`src/sdicp_pkg.sv`:
```
// ----------------------------------------------------------------------------
// sdicp_pkg
// Shared types and character constants for the slash-delimited command parser.
// ----------------------------------------------------------------------------
package sdicp_pkg;

  localparam int unsigned ACCUM_W  = 30;
  localparam int unsigned VALUE_W  = 31;
  localparam int unsigned FIELDS_W = 6;

  localparam logic [7:0] CHAR_SLASH = 8'h2F;
  localparam logic [7:0] CHAR_NL    = 8'h0A;
  localparam logic [7:0] CHAR_TAB   = 8'h09;
  localparam logic [7:0] CHAR_CR    = 8'h0D;
  localparam logic [7:0] CHAR_SPACE = 8'h20;
  localparam logic [7:0] CHAR_PLUS  = 8'h2B;
  localparam logic [7:0] CHAR_MINUS = 8'h2D;
  localparam logic [7:0] CHAR_ZERO  = 8'h30;
  localparam logic [7:0] CHAR_NINE  = 8'h39;

  typedef enum logic {
    ACT_BYTE = 1'b0,
    ACT_IDLE = 1'b1
  } action_e;

  typedef enum logic [2:0] {
    PH_SKIP   = 3'b001,
    PH_DIGITS = 3'b010,
    PH_DONE   = 3'b100
  } phase_e;

  typedef struct packed {
    logic [ACCUM_W-1:0] accum;
    logic               negative;
    phase_e             phase;
  } field_t;

  localparam field_t FIELD_CLEAR = '{accum: '0, negative: 1'b0, phase: PH_SKIP};

endpackage

```
`src/slash_delimited_int_command_parser.sv`:
```
// ----------------------------------------------------------------------------
// slash_delimited_int_command_parser
// Parses "a/b/.../n\n" signed decimal commands and updates held values on idle.
// ----------------------------------------------------------------------------
// Throughput: one input transaction per cycle while no result waits untaken, the
//   field update (multiply by ten and add) being combinational between the field registers.
// Result: a line-idle transaction yields its result in the output register
//   in the cycle after acceptance; byte transactions yield no result.
// Reset: rst_ni clears all command state, the held values and the output slot.
// ----------------------------------------------------------------------------
module slash_delimited_int_command_parser #(
  parameter int unsigned FIELD_CHARS = 9,
  parameter int unsigned MAX_FIELDS  = 50
) (
  input  logic                                clk_i,
  input  logic                                rst_ni,
  input  logic                                in_valid_i,
  output logic                                in_ready_o,
  input  logic                                action_i,
  input  logic [7:0]                          rx_byte_i,
  output logic                                out_valid_o,
  input  logic                                out_ready_i,
  output logic                                updated_o,
  output logic signed [sdicp_pkg::VALUE_W-1:0] pred_time_o,
  output logic signed [sdicp_pkg::VALUE_W-1:0] assist_tenths_o,
  output logic [sdicp_pkg::FIELDS_W-1:0]      fields_seen_o
);

  localparam int unsigned CH_W  = $clog2(FIELD_CHARS + 1);
  localparam int unsigned CNT_W = $clog2(MAX_FIELDS + 1);

  sdicp_pkg::field_t             field_q, field_d, field_byte;
  logic [CH_W-1:0]               chars_q, chars_d, chars_byte;
  logic [CNT_W-1:0]              count_q, count_d;
  logic                          zero_seen_q, zero_seen_d;
  logic                          line_done_q, line_done_d;
  logic [sdicp_pkg::VALUE_W-1:0] first_q, first_d, second_q, second_d;
  logic [sdicp_pkg::VALUE_W-1:0] held_pred_q, held_pred_d, held_asst_q, held_asst_d;
  logic                          out_valid_q, out_valid_d;
  logic                          updated_q, updated_d;
  logic [CNT_W-1:0]              seen_q, seen_d;

  logic                          in_fire;
  logic                          is_idle;
  logic                          upd;
  logic [sdicp_pkg::VALUE_W-1:0] mag;
  logic [sdicp_pkg::VALUE_W-1:0] value;

  assign in_ready_o = !out_valid_q || out_ready_i;
  assign in_fire    = in_valid_i && in_ready_o;
  assign is_idle    = (action_i == sdicp_pkg::ACT_IDLE);

  sdicp_field #(
    .FIELD_CHARS(FIELD_CHARS),
    .CH_W       (CH_W)
  ) u_field (
    .field_i(field_q),
    .chars_i(chars_q),
    .byte_i (rx_byte_i),
    .field_o(field_byte),
    .chars_o(chars_byte)
  );

  assign mag   = {1'b0, field_q.accum};
  assign value = field_q.negative ? (sdicp_pkg::VALUE_W'(0) - mag) : mag;
  assign upd   = (count_q != '0) && !zero_seen_q;

  always_comb begin
    field_d     = field_q;
    chars_d     = chars_q;
    count_d     = count_q;
    zero_seen_d = zero_seen_q;
    line_done_d = line_done_q;
    first_d     = first_q;
    second_d    = second_q;
    held_pred_d = held_pred_q;
    held_asst_d = held_asst_q;
    out_valid_d = out_valid_q && !out_ready_i;
    updated_d   = updated_q;
    seen_d      = seen_q;

    if (in_fire) begin
      if (is_idle) begin
        out_valid_d = 1'b1;
        updated_d   = upd;
        seen_d      = count_q;
        if (upd) begin
          held_pred_d = first_q;
          if (count_q >= CNT_W'(2)) begin
            held_asst_d = second_q;
          end
        end
        field_d     = sdicp_pkg::FIELD_CLEAR;
        chars_d     = '0;
        count_d     = '0;
        zero_seen_d = 1'b0;
        line_done_d = 1'b0;
        first_d     = '0;
        second_d    = '0;
      end else if (!line_done_q) begin
        if (rx_byte_i == sdicp_pkg::CHAR_SLASH || rx_byte_i == sdicp_pkg::CHAR_NL) begin
          // Close the current field; fields past the limit are not counted.
          if (count_q < CNT_W'(MAX_FIELDS)) begin
            if (count_q == '0) begin
              first_d = value;
            end else if (count_q == CNT_W'(1)) begin
              second_d = value;
            end
            if (field_q.accum == '0) begin
              zero_seen_d = 1'b1;
            end
            count_d = count_q + CNT_W'(1);
          end
          field_d = sdicp_pkg::FIELD_CLEAR;
          chars_d = '0;
          if (rx_byte_i == sdicp_pkg::CHAR_NL) begin
            line_done_d = 1'b1;
          end
        end else begin
          field_d = field_byte;
          chars_d = chars_byte;
        end
      end
    end
  end

  always_ff @(posedge clk_i or negedge rst_ni) begin
    if (!rst_ni) begin
      field_q     <= sdicp_pkg::FIELD_CLEAR;
      chars_q     <= '0;
      count_q     <= '0;
      zero_seen_q <= 1'b0;
      line_done_q <= 1'b0;
      first_q     <= '0;
      second_q    <= '0;
      held_pred_q <= '0;
      held_asst_q <= '0;
      out_valid_q <= 1'b0;
      updated_q   <= 1'b0;
      seen_q      <= '0;
    end else begin
      field_q     <= field_d;
      chars_q     <= chars_d;
      count_q     <= count_d;
      zero_seen_q <= zero_seen_d;
      line_done_q <= line_done_d;
      first_q     <= first_d;
      second_q    <= second_d;
      held_pred_q <= held_pred_d;
      held_asst_q <= held_asst_d;
      out_valid_q <= out_valid_d;
      updated_q   <= updated_d;
      seen_q      <= seen_d;
    end
  end

  // The held values change only on an accepted idle transaction, which cannot
  // happen while a result waits, so they serve directly as result payload.
  assign out_valid_o     = out_valid_q;
  assign updated_o       = updated_q;
  assign pred_time_o     = held_pred_q;
  assign assist_tenths_o = held_asst_q;
  assign fields_seen_o   = sdicp_pkg::FIELDS_W'(seen_q);

  a_count_limit: assert property (@(posedge clk_i) disable iff (!rst_ni)
    count_q <= CNT_W'(MAX_FIELDS))
    else $error("field count exceeds the limit");

  a_chars_limit: assert property (@(posedge clk_i) disable iff (!rst_ni)
    chars_q <= CH_W'(FIELD_CHARS))
    else $error("field character count exceeds the limit");

  a_idle_clears: assert property (@(posedge clk_i) disable iff (!rst_ni)
    (in_fire && is_idle) |=> (count_q == '0) && !line_done_q && !zero_seen_q && out_valid_q)
    else $error("idle transaction did not clear command state");

  a_update_needs_field: assert property (@(posedge clk_i) disable iff (!rst_ni)
    (out_valid_o && updated_o) |-> (fields_seen_o != '0))
    else $error("update reported with no fields");

  a_held_stable: assert property (@(posedge clk_i) disable iff (!rst_ni)
    !(in_fire && is_idle) |=> $stable(held_pred_q) && $stable(held_asst_q))
    else $error("held values changed without an idle transaction");

endmodule

```
`src/sdicp_field.sv`:
```
// ----------------------------------------------------------------------------
// sdicp_field
// Next-state logic of one field for an ordinary byte (not '/' or newline).
// ----------------------------------------------------------------------------
module sdicp_field #(
  parameter int unsigned FIELD_CHARS = 9,
  parameter int unsigned CH_W        = 4
) (
  input  sdicp_pkg::field_t field_i,
  input  logic [CH_W-1:0]   chars_i,
  input  logic [7:0]        byte_i,
  output sdicp_pkg::field_t field_o,
  output logic [CH_W-1:0]   chars_o
);

  logic                          is_digit;
  logic                          is_space;
  logic [3:0]                    digit;
  logic [sdicp_pkg::ACCUM_W-1:0] times_ten;

  assign is_digit  = (byte_i >= sdicp_pkg::CHAR_ZERO) && (byte_i <= sdicp_pkg::CHAR_NINE);
  assign is_space  = (byte_i == sdicp_pkg::CHAR_SPACE) ||
                     ((byte_i >= sdicp_pkg::CHAR_TAB) && (byte_i <= sdicp_pkg::CHAR_CR));
  assign digit     = byte_i[3:0];
  assign times_ten = (field_i.accum << 3) + (field_i.accum << 1);

  always_comb begin
    field_o = field_i;
    chars_o = chars_i;
    // Bytes past the field length limit are dropped entirely.
    if (chars_i < CH_W'(FIELD_CHARS)) begin
      chars_o = chars_i + CH_W'(1);
      unique case (field_i.phase)
        sdicp_pkg::PH_SKIP: begin
          if (is_space) begin
            field_o.phase = sdicp_pkg::PH_SKIP;
          end else if (byte_i == sdicp_pkg::CHAR_PLUS) begin
            field_o.phase = sdicp_pkg::PH_DIGITS;
          end else if (byte_i == sdicp_pkg::CHAR_MINUS) begin
            field_o.negative = 1'b1;
            field_o.phase    = sdicp_pkg::PH_DIGITS;
          end else if (is_digit) begin
            field_o.accum = sdicp_pkg::ACCUM_W'(digit);
            field_o.phase = sdicp_pkg::PH_DIGITS;
          end else begin
            field_o.phase = sdicp_pkg::PH_DONE;
          end
        end
        sdicp_pkg::PH_DIGITS: begin
          if (is_digit) begin
            field_o.accum = times_ten + sdicp_pkg::ACCUM_W'(digit);
          end else begin
            field_o.phase = sdicp_pkg::PH_DONE;
          end
        end
        sdicp_pkg::PH_DONE: begin
          field_o.phase = sdicp_pkg::PH_DONE;
        end
        default: begin
          field_o.phase = sdicp_pkg::PH_DONE;
        end
      endcase
    end
  end

endmodule

```
`config.mk`:
```
export PLATFORM = sky130hd
export DESIGN_NAME = slash_delimited_int_command_parser
export DESIGN_NICKNAME = d
export VERILOG_FILES = /design/src/sdicp_pkg.sv /design/src/slash_delimited_int_command_parser.sv /design/src/sdicp_field.sv
export SDC_FILE = /design/constraint.sdc
export NUM_CORES = 1
export LEC_CHECK = 0
export BUFFER_PORTS_ARGS = -buffer_cell sky130_fd_sc_hd__buf_4
export CAP_MARGIN = 20
export CORE_MARGIN = 2
export CORE_UTILIZATION = 30
export DETAILED_ROUTE_END_ITERATION = 7
export HOLD_SLACK_MARGIN = 0.06
export PLACE_DENSITY = 0.56
export SYNTH_ARGS = -nofsm -noshare
export SYNTH_HDL_FRONTEND = slang
export SYNTH_SLANG_ARGS = --single-unit
```
`constraint.sdc`:
```
create_clock -name clk_i -period 6.3 [get_ports clk_i]
set_input_delay 0.315 -clock clk_i [delete_from_list [all_inputs] [get_ports clk_i]]
set_output_delay 0.315 -clock clk_i [all_outputs]
set_load 0.01 [all_outputs]
```
==> results.json, run 1 <==
{
  "crit_type": "flop to flop",
  "areaGrowthSynthToFinish_pct": 18.3,
  "status": "finished, final reports clean",
  "nFillCells": 3247,
  "die_y_um": 185,
  "synth_area_per_cell_sq_um": 10.7,
  "drt-met1-wl_um": 11600,
  "drive_gt1_frac": 0.251,
  "rsz0062_at_grt": "no",
  "max_slew_margin": 0.281,
  "synthSimpleGateAreaFrac": 0.122,
  "ys_ff_latch": 178,
  "routed.top_layer": "met4",
  "synth_cells": 911,
  "synth.net_count": 987,
  "hpwlAfterDp_um": 17200,
  "start_util": 0.303,
  "setup-violations-final": 0,
  "synth_top_family_by_area": "compound AO/OA/AOI/OAI gates",
  "insertedDiodeCount": 0,
  "timing.max_cap.violations": 0,
  "ir_drop_mv": 0.135,
  "cellPowerDensity_nw_per_um2": 238,
  "hold_start": "rx_byte_i[0]",
  "grtUsageTotal": 0.145,
  "crit_required_ps": 6640,
  "num-nets-final": 1060,
  "viasPerCell": 5.06,
  "routabilityCongestion": 0.858,
  "worstPathArrival_ps": 3560,
  "grt.overflow.total": 0,
  "cts-root-buf": "clkbuf_16",
  "r2r_cells": 10,
  "hold_depth": 3,
  "yosysWarnings": 0,
  "row_count": 66,
  "grt_pass1_vias": 7189,
  "utilization": 0.358,
  "die_area_sq_um": 34100,
  "drtIter0Drc": 424,
  "die_x_um": 185,
  "wl_met2_um": 10900,
  "fin_crit_ps": 3230,
  "drc": 0,
  "cts_tree": "done",
  "synthXorXnorAreaFrac": 0.0412,
  "min_path_type": "primary input to flop",
  "grt_max_degree": 67,
  "synthFlopType": "dfrtp_1",
  "hold_viol_final": 0,
  "path_cells": "inv_1 -> fa_1 -> inv_1 -> fa_1 -> a21o_1 -> a221o_1 -> o22ai_1 -> a21oi_1 -> or3_1 -> a32o_1",
  "start_kind": "flop",
  "cts_resized": 0,
  "async_flop_share": 1.00,
  "yosys.area_share.adder": 0.0821,
  "reg2reg_to": "field_q[26]",
  "clock_latency_ps": 440,
  "r2r-start": "field_q[4]",
  "h-tree-depth": 4,
  "path_clk_slew_ps": 80,
  "wl_met3_um": 856,
  "dr.pass1.iters": 5,
  "ff2ff_setup_slack_ps": 3070,
  "critical_path_peak_fanout": 5,
  "design.core.area_sq_um": 32300,
  "finalCritPeriodShare": 0.512,
  "drtAntennaViolNets": 0,
  "synth_compound_area_frac": 0.141,
  "synth_area_sq_um": 9780,
  "synthMuxAreaShare": 0.134,
  "cp-end-kind": "flop",
  "holdPathEnd": "field_q[4]",
  "grt_pass1_wl_um": 39200,
  "cts.path.max_buffers": 2,
  "antenna_found_initial": 0,
  "clock_skew_ps": 19.4,
  "cts_buffers": 17,
  "port_buffers": 83,
  "clock-sinks": 178,
  "routedWlPerCell_um": 16.5,
  "ios": 84,
  "worstSetupStartpoint": "field_q[4]",
  "synth_edf_count": 0,
  "ys_types": 68,
  "fin_tns_setup_ps": 0,
  "worst_slew_pin_slew_ps": 1080,
  "p_leak_nw": 5.71,
  "crit_path_top_delay_cell": "fa_1",
  "slowest_delay_ps": 510,
  "drv_slew": 0,
  "vias": 7279,
  "max_freq_ghz": 0.310,
  "wirelength_um": 23700,
  "yosysSeqAreaShare": 0.456
}
==> power by group <==
group	internal, mW	switching (mW)
logic	0.158	0.214
clock network	0.669	0.459
registers	1.20	0.0464
total	2.03	0.720
==> routing by layer <==
layer	up-vias	global-route usage
li1	3477	-
met1	3642	0.203
met2	140	0.230
met3	20	0.0233
met4	0	0.0448
met5	-	0
==> state kept, by name, summed over array words and instances, names as in the netlist <==
name,cells
chars_q,4
pred_time_o,31
second_q,31
updated_o,1
first_q,31
line_done_q,1
count_q,6
zero_seen_q,1
assist_tenths_o,31
field_q,34
out_valid_o,1
fields_seen_o,6
==> worst max-delay path by stage <==
stage / to / cells past startpoint
floorplan: field_q[26] / 10
global placement: first_q[19] / 6
detailed placement: second_q[17] / 7
CTS: field_q[26] / 10
global route: field_q[19] / 10
finish: field_q[26] / 10
==> critical path, delay by kind of cell (launching register included) <==
family | cells | cell delay [ps]
compound gates | 5 | 1210
fa+ha+maj | 2 | 980
buf+inv | 2 | 190
flops | 1 | 430
simple gates | 1 | 330
==> repair_timing <==
action / CTS / global route
setup buffers: 0 / 0
hold endpoints to repair: 46 / 0
hold buffers: 1 / 0
==> per-stage QoR <==
step	hold WS, ps	area, sq um	worst slack, ps	power [mW]	instances
CTS	175	11500	3050	2.79	1437
global route	215	11600	2880	2.87	1438
floorplan	19.4	9780	3350	1.48	911
detailed placement	306	10900	2940	1.65	1405
global placement	301	10900	3000	1.64	1404
finish	198	11600	3070	2.75	1438
==> final cells by class <==
class / count / area, sq um / area share
multi-input cells: 674 / 5120 / 0.443
repair buffers: 93 / 737 / 0.0637
clock buffers: 21 / 480 / 0.0415
inverters: 20 / 75.1 / 0.00649
flip-flops and latches: 178 / 4460 / 0.385
clock inverters: 10 / 148 / 0.0128
well taps: 442 / 553 / 0.0478
==> cells by family (layout without fill, tap and decap cells) <==
family | Yosys count | after routing
and+or+nand+nor | 247 | 247
AOI/OAI and AO/OA | 201 | 201
DFF | 178 | 178
muxes | 117 | 117
adders and majority gates | 63 | 63
buffers and inverters | 59 | 144
xor gates and xnor gates | 46 | 46
==> cells in the mapped netlist (15+ instances only) <==
cell,count,area share
dfrtp_1,177,0.45
mux2_2,108,0.12
o21ai_0,62,0.032
nor3_1,17,0.0087
a21oi_1,38,0.019
nand2_1,92,0.035
nor2_1,52,0.020
xor2_1,32,0.029
clkbuf_1,27,0.010
o31ai_1,15,0.012
ha_1,61,0.078
nand3_1,17,0.0087
inv_1,20,0.0077
==> cell usage in the layout, fill, tap and decap left out, drive strengths merged, types with 22 or more instances in the layout <==
cell / count
ha: 61
buf: 92
xor2: 32
dfrtp: 177
mux2: 108
nand2: 93
inv: 22
a21oi: 38
nor2: 52
o21ai: 63
Power figures use the tool's default switching activity.
==> run 2: changes to the inputs <==
--- a/config.mk
+++ b/config.mk
@@ -5,6 +5,7 @@
 export SDC_FILE = /design/constraint.sdc
 export NUM_CORES = 1
 export LEC_CHECK = 0
+export ABC_AREA = 1
 export BUFFER_PORTS_ARGS = -buffer_cell sky130_fd_sc_hd__buf_4
 export CAP_MARGIN = 20
 export CORE_MARGIN = 2
==> constraint.sdc (replaced) <==
create_clock -name clk_i -period 3.1 [get_ports clk_i]
set_input_delay 0.155 -clock clk_i [delete_from_list [all_inputs] [get_ports clk_i]]
set_output_delay 0.155 -clock clk_i [all_outputs]
set_load 0.01 [all_outputs]
==> results.json, run 2 <==
{
  "holdPathEnd": "line_done_q",
  "critPathTopFamily": "adder cells",
  "ys_top_cells_by_count": "545 x nand2_1, 199 x inv_1, 177 x dfrtp_1",
  "critical_path_peak_fanout": 6,
  "num-nets-final": 1644,
  "cts_resized": 0,
  "crit_path_top_delay_cell": "fa_1",
  "ff2ff_setup_slack_ps": 550,
  "grt_pass1_wl_um": 46700,
  "nFillCells": 3843,
  "ys_types": 41,
  "path_clk_slew_ps": 70,
  "drive_gt1_frac": 0.142,
  "p_leak_nw": 6.93,
  "row_count": 70,
  "cpMostUsedCell": "nand2_1",
  "wirelength_um": 28600,
  "clock-sinks": 178,
  "min_path_type": "primary input to flop",
  "cp_num_cells": 11,
  "clock_skew_ps": 16.0,
  "routabilityCongestion": 0.917,
  "crit_type": "flop to flop",
  "routedWlPerCell_um": 13.9,
  "start_kind": "flop",
  "final_cell_mix": "545 x nand2_1, 199 x inv_1, 177 x dfrtp_1",
  "rsz0062_at_grt": "no",
  "worstPathArrival_ps": 2850,
  "largest_register_ffs": 34,
  "worst_slew_pin_slew_ps": 700,
  "synth_area_per_cell_sq_um": 7.36,
  "max_slew_margin": 0.533,
  "yosysTopAreaCell": "dfrtp_1",
  "design.core.area_sq_um": 36300,
  "yosysSeqAreaShare": 0.406,
  "die_area_sq_um": 38100,
  "antenna_found_initial": 0,
  "vias": 9440,
  "status": "finished, final reports clean",
  "drv_slew": 0,
  "post_cts_buffers": 0,
  "ir_drop_mv": 0.330,
  "cts_buffers": 17,
  "hold_viol_final": 0,
  "hpwlAfterDp_um": 21700,
  "yosysWarnings": 0,
  "netlist.area_leader.share": 0.403,
  "hold_depth": 6,
  "grt.overflow.total": 0,
  "dr.pass1.iters": 5,
  "synth_area_sq_um": 11000,
  "h-tree-depth": 4,
  "cellPowerDensity_nw_per_um2": 552,
  "dp_slack_ps": 575,
  "slowest_delay_ps": 490,
  "r2r_cells": 11,
  "die_y_um": 195,
  "regMostFlops": "field_q",
  "fin_tns_setup_ps": 0,
  "drtAntennaViolNets": 0,
  "synth.area.top_cells": "dfrtp_1 40%, nand2_1 19%, ha_1 7.0%",
  "synth_edf_count": 0,
  "grt_max_degree": 64,
  "timing.max_cap.violations": 0,
  "start_util": 0.302,
  "cts-root-buf": "clkbuf_16",
  "drtIter0Drc": 651,
  "hold_buffers": 4,
  "cp-end-kind": "flop",
  "max_freq_ghz": 0.393,
  "areaGrowthSynthToFinish_pct": 15.4,
  "crit_buf_inv": 2,
  "regArea_sq_um": 4460,
  "ios": 84,
  "grtUsageTotal": 0.152,
  "synthFlopType": "dfrtp_1",
  "clock_latency_ps": 440,
  "hold_start": "rx_byte_i[4]",
  "finalCritPeriodShare": 0.822,
  "synth.net_count": 1567,
  "ys_ff_latch": 178,
  "multi_input_area_sq_um": 5470,
  "reg2reg_to": "field_q[20]",
  "synth_cells": 1491,
  "cts_tree": "done",
  "grt_pass1_vias": 8967,
  "layout_commonest_cell": "nand2_1",
  "insertedDiodeCount": 0,
  "path_cells": "inv_1 -> fa_1 -> inv_1 -> fa_1 -> nand2_1 -> nand3_1 -> nand2_1 -> nand2_1 -> xor2_1 -> nand2_1 -> o21ai_0",
  "fin_ws_ps": 553,
  "setup-violations-final": 0,
  "fin_crit_ps": 2550,
  "port_buffers": 83,
  "drc": 0,
  "cts.path.max_buffers": 2,
  "viasPerCell": 4.61,
  "async_flop_share": 1.00,
  "die_x_um": 195,
  "synth_most_common_cell": "nand2_1",
  "crit_required_ps": 3400,
  "r2r-start": "field_q[6]"
}
## run 2: how the worst max path moves through the flow
stage	from	end
final	field_q[6]	field_q[20]
after global routing	field_q[6]	field_q[22]
after CTS	field_q[6]	field_q[20]
after detailed placement	field_q[6]	field_q[22]
after global placement	field_q[6]	field_q[22]
after floorplan	field_q[6]	field_q[22]
## run 2: final cells by class
cell class	instances	share of cell area
clock buffer	19	0.0350
inverter	208	0.0620
tap	468	0.0462
timing repair buffer	98	0.0621
multi-input combinational	1065	0.432
clock inverter	13	0.0116
sequential	178	0.352
## run 2: cells by family (layout without fill, tap and decap cells)
logic type      Yosys count  in the layout  share of synthesized area
simple gates            824            824                      0.323
buf+inv                 248            338                     0.0961
flops                   178            178                      0.406
compound gates          163            163                     0.0903
fa+ha+maj                63             63                     0.0732
xor+xnor                 15             15                     0.0120
## run 2: through the flow
| step | hold WS, ps | power (mW) | util | instance area, sq um | std cells |
|---|---|---|---|---|---|
| global route | 189 | 7.40 | 0.349 | 12700 | 2049 |
| floorplan | -141 | 4.07 | - | 11000 | 1491 |
| global placement | 177 | 4.86 | 0.331 | 12000 | 2013 |
| CTS | 120 | 7.07 | 0.349 | 12700 | 2049 |
| finish | 132 | 6.99 | 0.349 | 12700 | 2049 |
| detailed placement | 179 | 4.88 | 0.331 | 12000 | 2013 |
## run 2: power breakdown
part | internal (mW) | switching (mW)
combinational | 0.776 | 1.10
clock | 1.16 | 1.00
sequential | 2.69 | 0.256
total | 4.63 | 2.36
## run 2: routing by layer
metal | global-route usage | routed length (um) | vias to the layer above
li1 | - | - | 4823
met1 | 0.209 | 13800 | 4397
met2 | 0.248 | 13200 | 180
met3 | 0.0188 | 897 | 40
met4 | 0.0478 | 595 | 0
met5 | 0 | 0 | -
## run 2: worst min-delay path: cells and delay by family
kind | cells | cell delay, ps
buffers and inverters | 1 | 90
AO/OA/AOI/OAI | 1 | 50
AND/OR/NAND/NOR | 4 | 230
